### src/sv/psd_pkg.sv
// Shared types, constants and lookup functions of the set 1 scan code decoder.
package psd_pkg;

  localparam logic [7:0] ScanPrefixE0 = 8'hE0;
  localparam logic [7:0] ScanPrefixE1 = 8'hE1;
  localparam logic [7:0] KeyPause     = 8'hFF;
  localparam logic [7:0] KeyNone      = 8'h00;

  // Key codes that drive the modifier word.
  localparam logic [7:0] KeyLShift = 8'h2A;
  localparam logic [7:0] KeyRShift = 8'h36;
  localparam logic [7:0] KeyLCtrl  = 8'h1D;
  localparam logic [7:0] KeyRCtrl  = 8'h9D;
  localparam logic [7:0] KeyLAlt   = 8'h38;
  localparam logic [7:0] KeyRAlt   = 8'hB8;
  localparam logic [7:0] KeyCaps   = 8'h3A;
  localparam logic [7:0] KeyNum    = 8'h45;
  localparam logic [7:0] KeyScroll = 8'h46;

  // Bit positions in the modifier word.
  localparam int unsigned ModLShift = 0;
  localparam int unsigned ModRShift = 1;
  localparam int unsigned ModLCtrl  = 2;
  localparam int unsigned ModRCtrl  = 3;
  localparam int unsigned ModLAlt   = 4;
  localparam int unsigned ModRAlt   = 5;
  localparam int unsigned ModCaps   = 6;
  localparam int unsigned ModNum    = 7;
  localparam int unsigned ModScroll = 8;

  localparam logic [8:0] ModReset = 9'h080;

  // One classified byte travelling from the front to the back.
  typedef struct packed {
    logic [7:0] key_code;
    logic [7:0] raw_byte;
    logic       pressed;
    logic       extended;
  } psd_item_t;

  function automatic logic plain_known(input logic [6:0] s);
    return ((s >= 7'h01) && (s <= 7'h53)) || (s == 7'h57) || (s == 7'h58);
  endfunction

  function automatic logic ext_known(input logic [6:0] s);
    logic k;
    unique case (s)
      7'h1C, 7'h1D, 7'h35, 7'h37, 7'h38,
      7'h47, 7'h48, 7'h49, 7'h4B, 7'h4D,
      7'h4F, 7'h50, 7'h51, 7'h52, 7'h53: k = 1'b1;
      default:                           k = 1'b0;
    endcase
    return k;
  endfunction

  // US layout, no shift.
  function automatic logic [6:0] plain_char(input logic [6:0] s);
    logic [6:0] c;
    unique case (s)
      7'h02: c = 7'h31;  7'h03: c = 7'h32;  7'h04: c = 7'h33;  7'h05: c = 7'h34;
      7'h06: c = 7'h35;  7'h07: c = 7'h36;  7'h08: c = 7'h37;  7'h09: c = 7'h38;
      7'h0A: c = 7'h39;  7'h0B: c = 7'h30;  7'h0C: c = 7'h2D;  7'h0D: c = 7'h3D;
      7'h0E: c = 7'h08;  7'h0F: c = 7'h09;
      7'h10: c = 7'h71;  7'h11: c = 7'h77;  7'h12: c = 7'h65;  7'h13: c = 7'h72;
      7'h14: c = 7'h74;  7'h15: c = 7'h79;  7'h16: c = 7'h75;  7'h17: c = 7'h69;
      7'h18: c = 7'h6F;  7'h19: c = 7'h70;  7'h1A: c = 7'h5B;  7'h1B: c = 7'h5D;
      7'h1C: c = 7'h0A;  7'h1E: c = 7'h61;  7'h1F: c = 7'h73;
      7'h20: c = 7'h64;  7'h21: c = 7'h66;  7'h22: c = 7'h67;  7'h23: c = 7'h68;
      7'h24: c = 7'h6A;  7'h25: c = 7'h6B;  7'h26: c = 7'h6C;  7'h27: c = 7'h3B;
      7'h28: c = 7'h27;  7'h29: c = 7'h60;  7'h2B: c = 7'h5C;  7'h2C: c = 7'h7A;
      7'h2D: c = 7'h78;  7'h2E: c = 7'h63;  7'h2F: c = 7'h76;
      7'h30: c = 7'h62;  7'h31: c = 7'h6E;  7'h32: c = 7'h6D;  7'h33: c = 7'h2C;
      7'h34: c = 7'h2E;  7'h35: c = 7'h2F;  7'h37: c = 7'h2A;  7'h39: c = 7'h20;
      7'h47: c = 7'h37;  7'h48: c = 7'h38;  7'h49: c = 7'h39;  7'h4A: c = 7'h2D;
      7'h4B: c = 7'h34;  7'h4C: c = 7'h35;  7'h4D: c = 7'h36;  7'h4E: c = 7'h2B;
      7'h4F: c = 7'h31;  7'h50: c = 7'h32;  7'h51: c = 7'h33;  7'h52: c = 7'h30;
      7'h53: c = 7'h2E;
      default: c = 7'h00;
    endcase
    return c;
  endfunction

  // US layout with shift: symbols differ, letters go upper case, the rest match.
  function automatic logic [6:0] shift_char(input logic [6:0] s);
    logic [6:0] c;
    logic [6:0] p;
    p = plain_char(s);
    unique case (s)
      7'h02: c = 7'h21;  7'h03: c = 7'h40;  7'h04: c = 7'h23;  7'h05: c = 7'h24;
      7'h06: c = 7'h25;  7'h07: c = 7'h5E;  7'h08: c = 7'h26;  7'h09: c = 7'h2A;
      7'h0A: c = 7'h28;  7'h0B: c = 7'h29;  7'h0C: c = 7'h5F;  7'h0D: c = 7'h2B;
      7'h1A: c = 7'h7B;  7'h1B: c = 7'h7D;  7'h27: c = 7'h3A;  7'h28: c = 7'h22;
      7'h29: c = 7'h7E;  7'h2B: c = 7'h7C;  7'h33: c = 7'h3C;  7'h34: c = 7'h3E;
      7'h35: c = 7'h3F;
      default: begin
        if ((p >= 7'h61) && (p <= 7'h7A)) begin
          c = p - 7'h20;
        end else begin
          c = p;
        end
      end
    endcase
    return c;
  endfunction

endpackage

### src/sv/psd_front.sv
// Front part: accepts scan bytes, tracks the E0/E1 prefixes and classifies keys.
module psd_front (
  input  logic                 clk_i,
  input  logic                 rst_ni,
  input  logic                 in_valid_i,
  input  logic [7:0]           scan_byte_i,
  input  logic                 q_full_i,
  output logic                 in_stall_o,
  output logic                 push_o,
  output psd_pkg::psd_item_t   item_o
);

  logic       e0_q, e0_d;
  logic       e1_q, e1_d;
  logic       accept;
  logic       is_e0, is_e1;
  logic [6:0] s;

  assign in_stall_o = q_full_i;
  assign accept     = in_valid_i && !q_full_i;
  assign is_e0      = (scan_byte_i == psd_pkg::ScanPrefixE0);
  assign is_e1      = (scan_byte_i == psd_pkg::ScanPrefixE1);
  assign s          = scan_byte_i[6:0];
  assign push_o     = accept && !is_e0 && !is_e1;

  always_comb begin
    item_o.raw_byte = scan_byte_i;
    item_o.pressed  = !scan_byte_i[7];
    item_o.extended = e0_q || e1_q;
    priority if (e0_q) begin
      item_o.key_code = psd_pkg::ext_known(s) ? {1'b1, s} : psd_pkg::KeyNone;
    end else if (e1_q) begin
      item_o.key_code = psd_pkg::KeyPause;
    end else begin
      item_o.key_code = psd_pkg::plain_known(s) ? {1'b0, s} : psd_pkg::KeyNone;
    end
  end

  // The E0 rule wins when both prefixes are pending; E1 then waits a byte more.
  always_comb begin
    e0_d = e0_q;
    e1_d = e1_q;
    if (accept) begin
      priority if (is_e0) begin
        e0_d = 1'b1;
      end else if (is_e1) begin
        e1_d = 1'b1;
      end else if (e0_q) begin
        e0_d = 1'b0;
      end else begin
        e1_d = 1'b0;
      end
    end
  end

  always_ff @(posedge clk_i or negedge rst_ni) begin
    if (!rst_ni) begin
      e0_q <= 1'b0;
      e1_q <= 1'b0;
    end else begin
      e0_q <= e0_d;
      e1_q <= e1_d;
    end
  end

endmodule

### src/sv/psd_queue.sv
// Two-entry queue of classified items between the front and the back.
module psd_queue (
  input  logic                 clk_i,
  input  logic                 rst_ni,
  input  logic                 push_i,
  input  psd_pkg::psd_item_t   item_i,
  input  logic                 pop_i,
  output logic                 full_o,
  output logic                 valid_o,
  output psd_pkg::psd_item_t   item_o
);

  psd_pkg::psd_item_t entry_q [2];
  logic       wr_ptr_q, wr_ptr_d;
  logic       rd_ptr_q, rd_ptr_d;
  logic [1:0] count_q, count_d;

  assign full_o  = (count_q == 2'd2);
  assign valid_o = (count_q != 2'd0);
  assign item_o  = entry_q[rd_ptr_q];

  always_comb begin
    wr_ptr_d = push_i ? !wr_ptr_q : wr_ptr_q;
    rd_ptr_d = pop_i  ? !rd_ptr_q : rd_ptr_q;
    count_d  = count_q + {1'b0, push_i} - {1'b0, pop_i};
  end

  always_ff @(posedge clk_i or negedge rst_ni) begin
    if (!rst_ni) begin
      wr_ptr_q <= 1'b0;
      rd_ptr_q <= 1'b0;
      count_q  <= 2'd0;
    end else begin
      wr_ptr_q <= wr_ptr_d;
      rd_ptr_q <= rd_ptr_d;
      count_q  <= count_d;
    end
  end

  always_ff @(posedge clk_i) begin
    if (push_i) begin
      entry_q[wr_ptr_q] <= item_i;
    end
  end

endmodule

### src/sv/psd_back.sv
// Back part: updates the modifier word, translates to ASCII and holds the event.
module psd_back (
  input  logic                 clk_i,
  input  logic                 rst_ni,
  input  logic                 q_valid_i,
  input  psd_pkg::psd_item_t   item_i,
  output logic                 pop_o,
  input  logic                 out_stall_i,
  output logic                 out_valid_o,
  output logic [7:0]           key_code_o,
  output logic [7:0]           raw_byte_o,
  output logic                 pressed_o,
  output logic                 extended_o,
  output logic [8:0]           modifiers_o,
  output logic [6:0]           ascii_o,
  output logic [2:0]           leds_o,
  output logic                 leds_changed_o
);

  logic [8:0] mods_q, mods_d;
  logic       out_valid_q, out_valid_d;
  logic [8:0] hold, lock;
  logic       lock_press;
  logic [6:0] s, c_tab, c_case, ascii_d;

  assign pop_o = q_valid_i && (!out_valid_q || !out_stall_i);
  assign s     = item_i.raw_byte[6:0];

  always_comb begin
    hold = '0;
    lock = '0;
    unique case (item_i.key_code)
      psd_pkg::KeyLShift: hold[psd_pkg::ModLShift] = 1'b1;
      psd_pkg::KeyRShift: hold[psd_pkg::ModRShift] = 1'b1;
      psd_pkg::KeyLCtrl:  hold[psd_pkg::ModLCtrl]  = 1'b1;
      psd_pkg::KeyRCtrl:  hold[psd_pkg::ModRCtrl]  = 1'b1;
      psd_pkg::KeyLAlt:   hold[psd_pkg::ModLAlt]   = 1'b1;
      psd_pkg::KeyRAlt:   hold[psd_pkg::ModRAlt]   = 1'b1;
      psd_pkg::KeyCaps:   lock[psd_pkg::ModCaps]   = 1'b1;
      psd_pkg::KeyNum:    lock[psd_pkg::ModNum]    = 1'b1;
      psd_pkg::KeyScroll: lock[psd_pkg::ModScroll] = 1'b1;
      default: ;
    endcase
  end

  assign lock_press = (lock != '0) && item_i.pressed;

  always_comb begin
    mods_d = item_i.pressed ? (mods_q | hold) : (mods_q & ~hold);
    if (lock_press) begin
      mods_d = mods_d ^ lock;
    end
  end

  // Caps lock swaps the case of letters only, after the shift choice.
  always_comb begin
    c_tab  = (mods_d[psd_pkg::ModLShift] || mods_d[psd_pkg::ModRShift]) ?
             psd_pkg::shift_char(s) : psd_pkg::plain_char(s);
    c_case = c_tab;
    if (mods_d[psd_pkg::ModCaps]) begin
      if ((c_tab >= 7'h61) && (c_tab <= 7'h7A)) begin
        c_case = c_tab - 7'h20;
      end else if ((c_tab >= 7'h41) && (c_tab <= 7'h5A)) begin
        c_case = c_tab + 7'h20;
      end
    end
    ascii_d = (item_i.pressed && !item_i.extended) ? c_case : 7'h00;
  end

  assign out_valid_d = pop_o ? 1'b1 : (out_valid_q && out_stall_i);

  always_ff @(posedge clk_i or negedge rst_ni) begin
    if (!rst_ni) begin
      mods_q      <= psd_pkg::ModReset;
      out_valid_q <= 1'b0;
    end else begin
      out_valid_q <= out_valid_d;
      if (pop_o) begin
        mods_q <= mods_d;
      end
    end
  end

  always_ff @(posedge clk_i) begin
    if (pop_o) begin
      key_code_o     <= item_i.key_code;
      raw_byte_o     <= item_i.raw_byte;
      pressed_o      <= item_i.pressed;
      extended_o     <= item_i.extended;
      modifiers_o    <= mods_d;
      ascii_o        <= ascii_d;
      leds_o         <= {mods_d[psd_pkg::ModCaps], mods_d[psd_pkg::ModNum],
                         mods_d[psd_pkg::ModScroll]};
      leds_changed_o <= lock_press;
    end
  end

  assign out_valid_o = out_valid_q;

endmodule

### src/sv/ps2_set1_scancode_decoder_core.sv
// Top level of the PS/2 scan code set 1 decoder.
//
// Input channel: one raw set 1 byte per transfer on scan_byte_i, qualified by
// in_valid_i and held off by in_stall_o. Output channel: one key event per
// transfer, qualified by out_valid_o and held off by out_stall_i.
// The prefix bytes E0 and E1 are consumed without producing an event; every
// other byte produces exactly one event, in order.
// An accepted byte reaches the output through the queue and then the back's
// output register: the front classifies the byte into a two-entry queue, and
// the back updates the modifier word and registers the event. While the
// receiver does not stall, the block sustains one byte per cycle; the queue
// stalls the input when both of its entries are occupied.
// When the receiver stalls, the held event stays put, the back stops draining
// the queue, and the input keeps taking bytes until the queue fills up.
// Reset clears both prefix flags, empties the queue and the output register,
// and sets the modifier word to num lock on (on leds_o from the first event).
// The LED word is always the lock bits of the modifier word, so leds_o and
// modifiers_o never disagree.
module ps2_set1_scancode_decoder_core (
  input  logic       clk_i,
  input  logic       rst_ni,
  input  logic       in_valid_i,
  output logic       in_stall_o,
  input  logic [7:0] scan_byte_i,
  output logic       out_valid_o,
  input  logic       out_stall_i,
  output logic [7:0] key_code_o,
  output logic [7:0] raw_byte_o,
  output logic       pressed_o,
  output logic       extended_o,
  output logic [8:0] modifiers_o,
  output logic [6:0] ascii_o,
  output logic [2:0] leds_o,
  output logic       leds_changed_o
);

  psd_pkg::psd_item_t front_item, back_item;
  logic push, pop, q_full, q_valid;

  // Prefix tracking and key classification.
  psd_front u_front (
    .clk_i       (clk_i),
    .rst_ni      (rst_ni),
    .in_valid_i  (in_valid_i),
    .scan_byte_i (scan_byte_i),
    .q_full_i    (q_full),
    .in_stall_o  (in_stall_o),
    .push_o      (push),
    .item_o      (front_item)
  );

  // Decouples the two halves so that each can stall on its own.
  psd_queue u_queue (
    .clk_i   (clk_i),
    .rst_ni  (rst_ni),
    .push_i  (push),
    .item_i  (front_item),
    .pop_i   (pop),
    .full_o  (q_full),
    .valid_o (q_valid),
    .item_o  (back_item)
  );

  // Modifier state, ASCII translation and the output register.
  psd_back u_back (
    .clk_i          (clk_i),
    .rst_ni         (rst_ni),
    .q_valid_i      (q_valid),
    .item_i         (back_item),
    .pop_o          (pop),
    .out_stall_i    (out_stall_i),
    .out_valid_o    (out_valid_o),
    .key_code_o     (key_code_o),
    .raw_byte_o     (raw_byte_o),
    .pressed_o      (pressed_o),
    .extended_o     (extended_o),
    .modifiers_o    (modifiers_o),
    .ascii_o        (ascii_o),
    .leds_o         (leds_o),
    .leds_changed_o (leds_changed_o)
  );

  // The LED word mirrors the lock bits of the modifier word.
  a_leds_match: assert property (@(posedge clk_i) disable iff (!rst_ni)
    out_valid_o |-> (leds_o == {modifiers_o[psd_pkg::ModCaps], modifiers_o[psd_pkg::ModNum],
                                modifiers_o[psd_pkg::ModScroll]}))
    else $error("LED word disagrees with lock bits");

  // Only a lock key press can change the LEDs.
  a_leds_on_press: assert property (@(posedge clk_i) disable iff (!rst_ni)
    (out_valid_o && leds_changed_o) |-> (pressed_o && !extended_o))
    else $error("LED change on a release or extended event");

  // A character comes only from a plain key press.
  a_ascii_plain: assert property (@(posedge clk_i) disable iff (!rst_ni)
    (out_valid_o && (ascii_o != 7'h00)) |-> (pressed_o && !extended_o))
    else $error("ASCII on a release or after a prefix");

  // Prefix bytes never reach the queue.
  a_no_prefix_push: assert property (@(posedge clk_i) disable iff (!rst_ni)
    push |-> ((front_item.raw_byte != psd_pkg::ScanPrefixE0) &&
              (front_item.raw_byte != psd_pkg::ScanPrefixE1)))
    else $error("Prefix byte was queued as an event");

endmodule
### config.mk
export PLATFORM = sky130hd
export DESIGN_NAME = ps2_set1_scancode_decoder_core
export DESIGN_NICKNAME = d
export VERILOG_FILES = /design/src/sv/psd_pkg.sv /design/src/sv/psd_front.sv /design/src/sv/psd_queue.sv /design/src/sv/psd_back.sv /design/src/sv/ps2_set1_scancode_decoder_core.sv
export SDC_FILE = /design/constraint.sdc
export NUM_CORES = 1
export LEC_CHECK = 0
export BUFFER_PORTS_ARGS = -buffer_cell sky130_fd_sc_hd__buf_2
export CAP_MARGIN = 20
export CORE_MARGIN = 4
export CORE_UTILIZATION = 31
export DETAILED_ROUTE_END_ITERATION = 7
export PLACE_DENSITY = 0.52
export SYNTH_ARGS = -nofsm -noshare
export SYNTH_HDL_FRONTEND = slang
export SYNTH_HIERARCHICAL = 1
export SYNTH_SLANG_ARGS = --single-unit
### constraint.sdc
create_clock -name clk_i -period 4.6 [get_ports clk_i]
set_clock_uncertainty 0.1 [all_clocks]
set_input_delay 0.46 -clock clk_i [delete_from_list [all_inputs] [get_ports clk_i]]
set_output_delay 0.46 -clock clk_i [all_outputs]
set_load 0.01 [all_outputs]
==> Word-level counts from Yosys, hierarchy flattened <==
Memories as Yosys holds them, arrays and structs flattened.
Index checks and enable logic that the tools add are counted.
W data, S select, Z words.
{ "word_totals": {"mem_count": 3, "wordCells": 148, "regBits": 54, "output_inout_bits": 40, "inputBits": 12, "ramBits": 36, "romBits": 1792} }
{ "mem_list": {"columns": ["name", "depth", "word_bits", "read_ports", "rd_ports_with_merged_regs", "write_ports", "line", "source"], "rows": [
  ["(name not given)", 128, 7, 1, 0, 0, "psd_pkg.sv:59", "unique case (s)"],
  ["(name not given)", 128, 7, 1, 0, 0, "psd_pkg.sv:59", null],
  ["u_queue.entry_q", 2, 18, 1, 0, 1, "psd_queue.sv:13", "psd_pkg::psd_item_t entry_q [2];"]
]} }
{ "op_classes": {"order_cmp": 8, "n_mux": 30, "add_sub_neg": 5, "n_bitwise": 5, "n_eq_ne": 52, "reduce_logical": 30} }
{ "ops": {"columns": ["cell", "count"], "rows": [
  ["$pmux W7 S21", 1],
  ["$eq A7 B7 Y1 const B", 12],
  ["$eq A7 B6 Y1 const B", 10],
  ["$eq A7 B4 Y1 const B", 6],
  ["$mux W7", 6],
  ["$eq A8 B6 Y1 const B", 4],
  ["$eq A8 B8 Y1 const B", 4],
  ["$eq A7 B3 Y1 const B", 4],
  ["$eq A7 B5 Y1 const B", 4],
  ["$le A7 B7 Y1 const B", 4],
  ["$mux W8", 3],
  ["$ge A7 B7 Y1 const B", 3],
  ["$mux W1", 18],
  ["$mux W9", 2],
  ["$eq A8 B7 Y1 const B", 2],
  ["$reduce_or A15 Y1", 1],
  ["$eq A7 B2 Y1 const B", 2],
  ["$sub A7 B6 Y7 const B", 2],
  ["$logic_and A1 B1 Y1", 11],
  ["$and A9 B9 Y9", 1],
  ["$logic_not A1 Y1", 9],
  ["$not A6 Y9", 1],
  ["$or A9 B6 Y9", 1],
  ["$reduce_bool A9 Y1", 1],
  ["14 further kinds", 18]
]} }

==> Logic depth before layout (Yosys ltp) <==
An unclocked memory read counts as a cell.
{ "logic_depth": {"word_depth": 15, "mapped_depth": 23, "ltp_nobuf": 21} }

==> By module <==
The synthesis kept the hierarchy.
{ "modules_own_cells": {"columns": ["module", "area_per_inst_um2", "seq_area_each_um2", "cells_each", "n_inst"], "rows": [
  ["psd_back", 3706.1, 1302.5, 382, 1],
  ["psd_queue", 1547.7, 1181.1, 71, 1],
  ["psd_front", 470.5, 50.0, 65, 1]
]} }

==> Worst setup path after synthesis <==
Ideal clock, no wire load.
{ "synth_timing": {"path_type": "reg2reg", "startpoint": "reg u_queue.rd_ptr_q", "endpoint": "reg u_back.ascii_o[5] (data pin)", "n_path_buf": 1, "setup_time_ps": 263, "t_required_ps": 4237, "slack_ps": -118, "period_less_slack_ps": 4718, "path_stages_with_launch": 20, "arrival_time_ps": 4355, "path_cell_list": "dfrtp_1 > buf_6 > mux2_2 > inv_1 > ha_1 > or2_2 > xnor2_1 > or4_1 > o2111a_2 > and2_4 > and3_1 > a31o_4 > o211ai_1 > ha_1 > inv_1 > o31ai_1 > a22o_1 > o21ai_2 > o211ai_1 > a21oi_2"} }
{ "synth_lines": {"columns": ["element", "line", "source"], "rows": [
  ["from (decl)", "psd_queue.sv:15", "logic rd_ptr_q, rd_ptr_d;"],
  ["from (signal assigned)", "psd_queue.sv:35", "rd_ptr_q <= rd_ptr_d;"],
  ["to (signal assigned)", "psd_back.sv:91", "ascii_o <= ascii_d;"],
  ["to (decl)", "psd_back.sv:15", "output logic [6:0] ascii_o,"]
]} }

==> flow_summary.ini <==
[status]
outcome = complete, but fails checks
violations = setup timing

[synthesis]
synthCells = 518
yosysTopAreaCell = edfxtp_1
synth-seq-area-share_pct = 44.3
syn_area_um2 = 5720
synth_most_common_cell = edfxtp_1
ys_top_cells_by_area = edfxtp_1 (37%), dfrtp_1 (6.6%), mux2_2 (4.5%)
synth_nets = 546
synth-edff-count = 71
synth_cell_type_count = 93
yosysWarnings = 6
async_reset_ff_share_pct = 18.4
ys_seq_elements = 87
dominantRegCellSynth = edfxtp_1
synth_commonest_cells = edfxtp_1 (71), nor2_1 (44), o21ai_0 (24)
synth.avg_cell_area_um2 = 11.1
synth_top_area_share_pct = 37.2

[timing]
worst_pin_slew_ns = 0.887
hold_viol_final = 0
drv_slew = 0
relSlewSlack_pct = 40.9
finalWorstSetupSlack_ns = -0.0122
setup_viol_count_final = 1
timing.final.crit_share_pct = 100
fmax_ghz = 0.217
period_needed_ns = 4.61
rsz0062_at_grt = true
fin_hold_ws_ns = 0.259

[floorplanning]
fp.dieH_um = 144
start_util_pct = 31.6
rows = 49
io_pins = 52
coreArea_um2 = 18100
fp.dieW_um = 144
dieArea_um2 = 20700

[global_route]
grt-ovfl-total = 0
antenna_found_initial = 0
track_usage_pct = 15.1
grt_max_degree = 47
grt_pass1_vias = 4408
grt_pass1_wl_mm = 24.4

[power_and_ir_drop]
power_leakage_nw = 2.74
vdd_ir_drop_max_mv = 0.300
power_density_nw_per_um2 = 785
totalPowerFinal_w = 0.00557

[drt]
vias = 4532
viasPerCell = 5.31
wirelength_mm = 15.5
drt-pass1-iter-count = 5
ant_nets = 0
drt_iter0_markers = 336
route.detailed.drc = 0
wl_per_cell_um = 18.2

[placed_design]
gp_congestion = 0.881
dp_hpwl_mm = 11.3
post_dp_cell_area_um2 = 6580
dp.cells = 832
io_buffers = 51

[worst_setup_path]
ff2ff_path_depth = 18
worstPathArrival_ns = 4.61
cp-end-kind = flop
worst-path-max-fanout = 4
required_ns = 4.59
crit_type = flop to flop
start_kind = flop

[cells_and_area]
fillers = 1724
syn_to_final_growth_pct = 23.8
diodes = 0
final_nets = 648
fin_cells = 854
layout-drive-gt1-share_pct = 38.7
design_area_um2 = 7090

[clock_network]
worst_skew_pair.late_latency_ns = 0.35
cts_tree = done
clockBufferDepth = 2
root_buffer = clkbuf_16
cts_num_sinks = 87
path_clk_slew_ns = 0.07
cts_buffers = 9
htreeDepth = 3

[worst_hold_path]
min_path_type = input port to flop
hold_depth = 2

[flow_run]
cap_violations = 0
cell usage in the layout (no fill, tap or decap), drive strengths merged, types with 3 or more instances in the layout:
cell	Yosys	routed
buf	32	127
edfxtp	71	71
nor2	45	45
mux2	33	33
o21ai	27	27
nand2	23	23
inv	20	23
nor2b	19	19
a21oi	18	18
ha	16	16
dfrtp	15	15
nand3	13	13
nand2b	12	12
nor3	11	11
clkbuf	5	9
o31ai	8	8
o211ai	7	7
xor2	7	7
and2	7	7
nor4	7	7
a211oi	7	7
nor3b	7	7
mux2i	6	6
or2	6	6
a211o	5	5
a31oi	5	5
a32oi	5	5
o22ai	5	5
a221oi	5	5
o21bai	4	4
and3	4	4
xnor2	4	4
a22oi	4	4
a2111oi	4	4
clkinvlp	0	3
nand4b	3	3
a21o	3	3
o21a	3	3
and3b	3	3
or4b	3	3
state kept, by name, summed over array words and instances, names as in the netlist:
register / cells
u_queue/entry_q: 36
u_back/mods_q: 9
u_back/key_code_o: 8
u_back/modifiers_o: 8
u_back/raw_byte_o: 8
u_back/ascii_o: 7
u_queue/count_q: 2
u_back/extended_o: 1
u_back/leds_changed_o: 1
u_back/leds_o: 1
u_back/out_valid_o: 1
u_back/pressed_o: 1
u_front/e0_q: 1
u_front/e1_q: 1
u_queue/rd_ptr_q: 1
u_queue/wr_ptr_q: 1
final timing paths:
path | from | to | slack, ns
setup / recovery | u_queue/rd_ptr_q | u_back/ascii_o[6] | -0.01
hold / removal | out_stall_i | u_back/out_valid_o | 0.26
setup reg to reg | u_queue/rd_ptr_q | u_back/ascii_o[6] | -0.01
hold reg to reg | u_queue/wr_ptr_q | u_queue/wr_ptr_q | 0.39
max in group asynchronous | rst_ni | u_queue/rd_ptr_q | 3.57
min in group asynchronous | rst_ni | u_back/mods_q[8] | 0.49
through the flow:
step / utilization (%) / setup WS (ns) / TNS [ns]
after CTS: 38.3 / 0.000960 / 0
after floorplan: - / 0.0581 / 0
after detailed placement: 36.4 / -0.103 / -0.133
final: 39.2 / -0.0122 / -0.0122
after global routing: 39.2 / -0.169 / -0.334
after global placement: 36.4 / -0.106 / -0.139
where the power goes:
group | switching, W | total (W) | internal [W]
Sequential | 0.000103 | 0.00133 | 0.00123
Clock | 0.000329 | 0.000701 | 0.000372
Combinational | 0.00199 | 0.00353 | 0.00155
Total | 0.00242 | 0.00557 | 0.00315
kinds of logic (layout without fill, tap and decap cells):
group | after synthesis | in the layout | synth area share, %
AND/OR/NAND/NOR | 178 | 178 | 17.9
AO/OA/AOI/OAI | 128 | 128 | 17.8
flip-flops | 87 | 87 | 44.3
buffers and inverters | 57 | 164 | 5.92
multiplexers | 40 | 40 | 8.52
adder cells (fa/ha/maj) | 16 | 16 | 3.50
XOR/XNOR | 12 | 12 | 2.10
critical path: stages (launching register included):
cell and delay (ns):
dfrtp_2 0.44, buf_6 0.13, mux2_4 0.32, inv_4 0.09
ha_4 0.20, or2_4 0.25, xnor2_1 0.12, or4_1 0.47
o2111a_2 0.18, and2_4 0.15, a221oi_4 0.39, a31o_4 0.17
o211ai_1 0.16, ha_2 0.24, inv_2 0.09, o31ai_4 0.08
or4b_4 0.49, a32oi_1 0.21, o22ai_1 0.09
layout make-up:
class / count / area (um^2) / area share (%)
Clock inverter: 7 / 55.1 / 0.777
Multi-Input combinational cell: 374 / 3050 / 43.0
Clock buffer: 9 / 225 / 3.18
Sequential cell: 87 / 2530 / 35.8
Tap cell: 229 / 287 / 4.04
Timing Repair Buffer: 128 / 860 / 12.1
Inverter: 20 / 80.1 / 1.13
metal layers:
| layer | part of all wire, % | GRT usage, % |
|---|---|---|
| met1 | 47 | 20.6 |
| met2 | 46 | 24.5 |
| met3 | 4.2 | 2.40 |
| met4 | 2.7 | 5.00 |
| met5 | 0 | 0 |
timing repair:
action	4_1_cts	5_1_grt
buffers inserted	2	3
gates resized for setup	10	34
setup endpoints to repair	2	2
pin swaps	3	18
endpoints found under the hold margin	15	0
hold buffers	1	0
No activity file was read; power rests on OpenSTA's default activity.
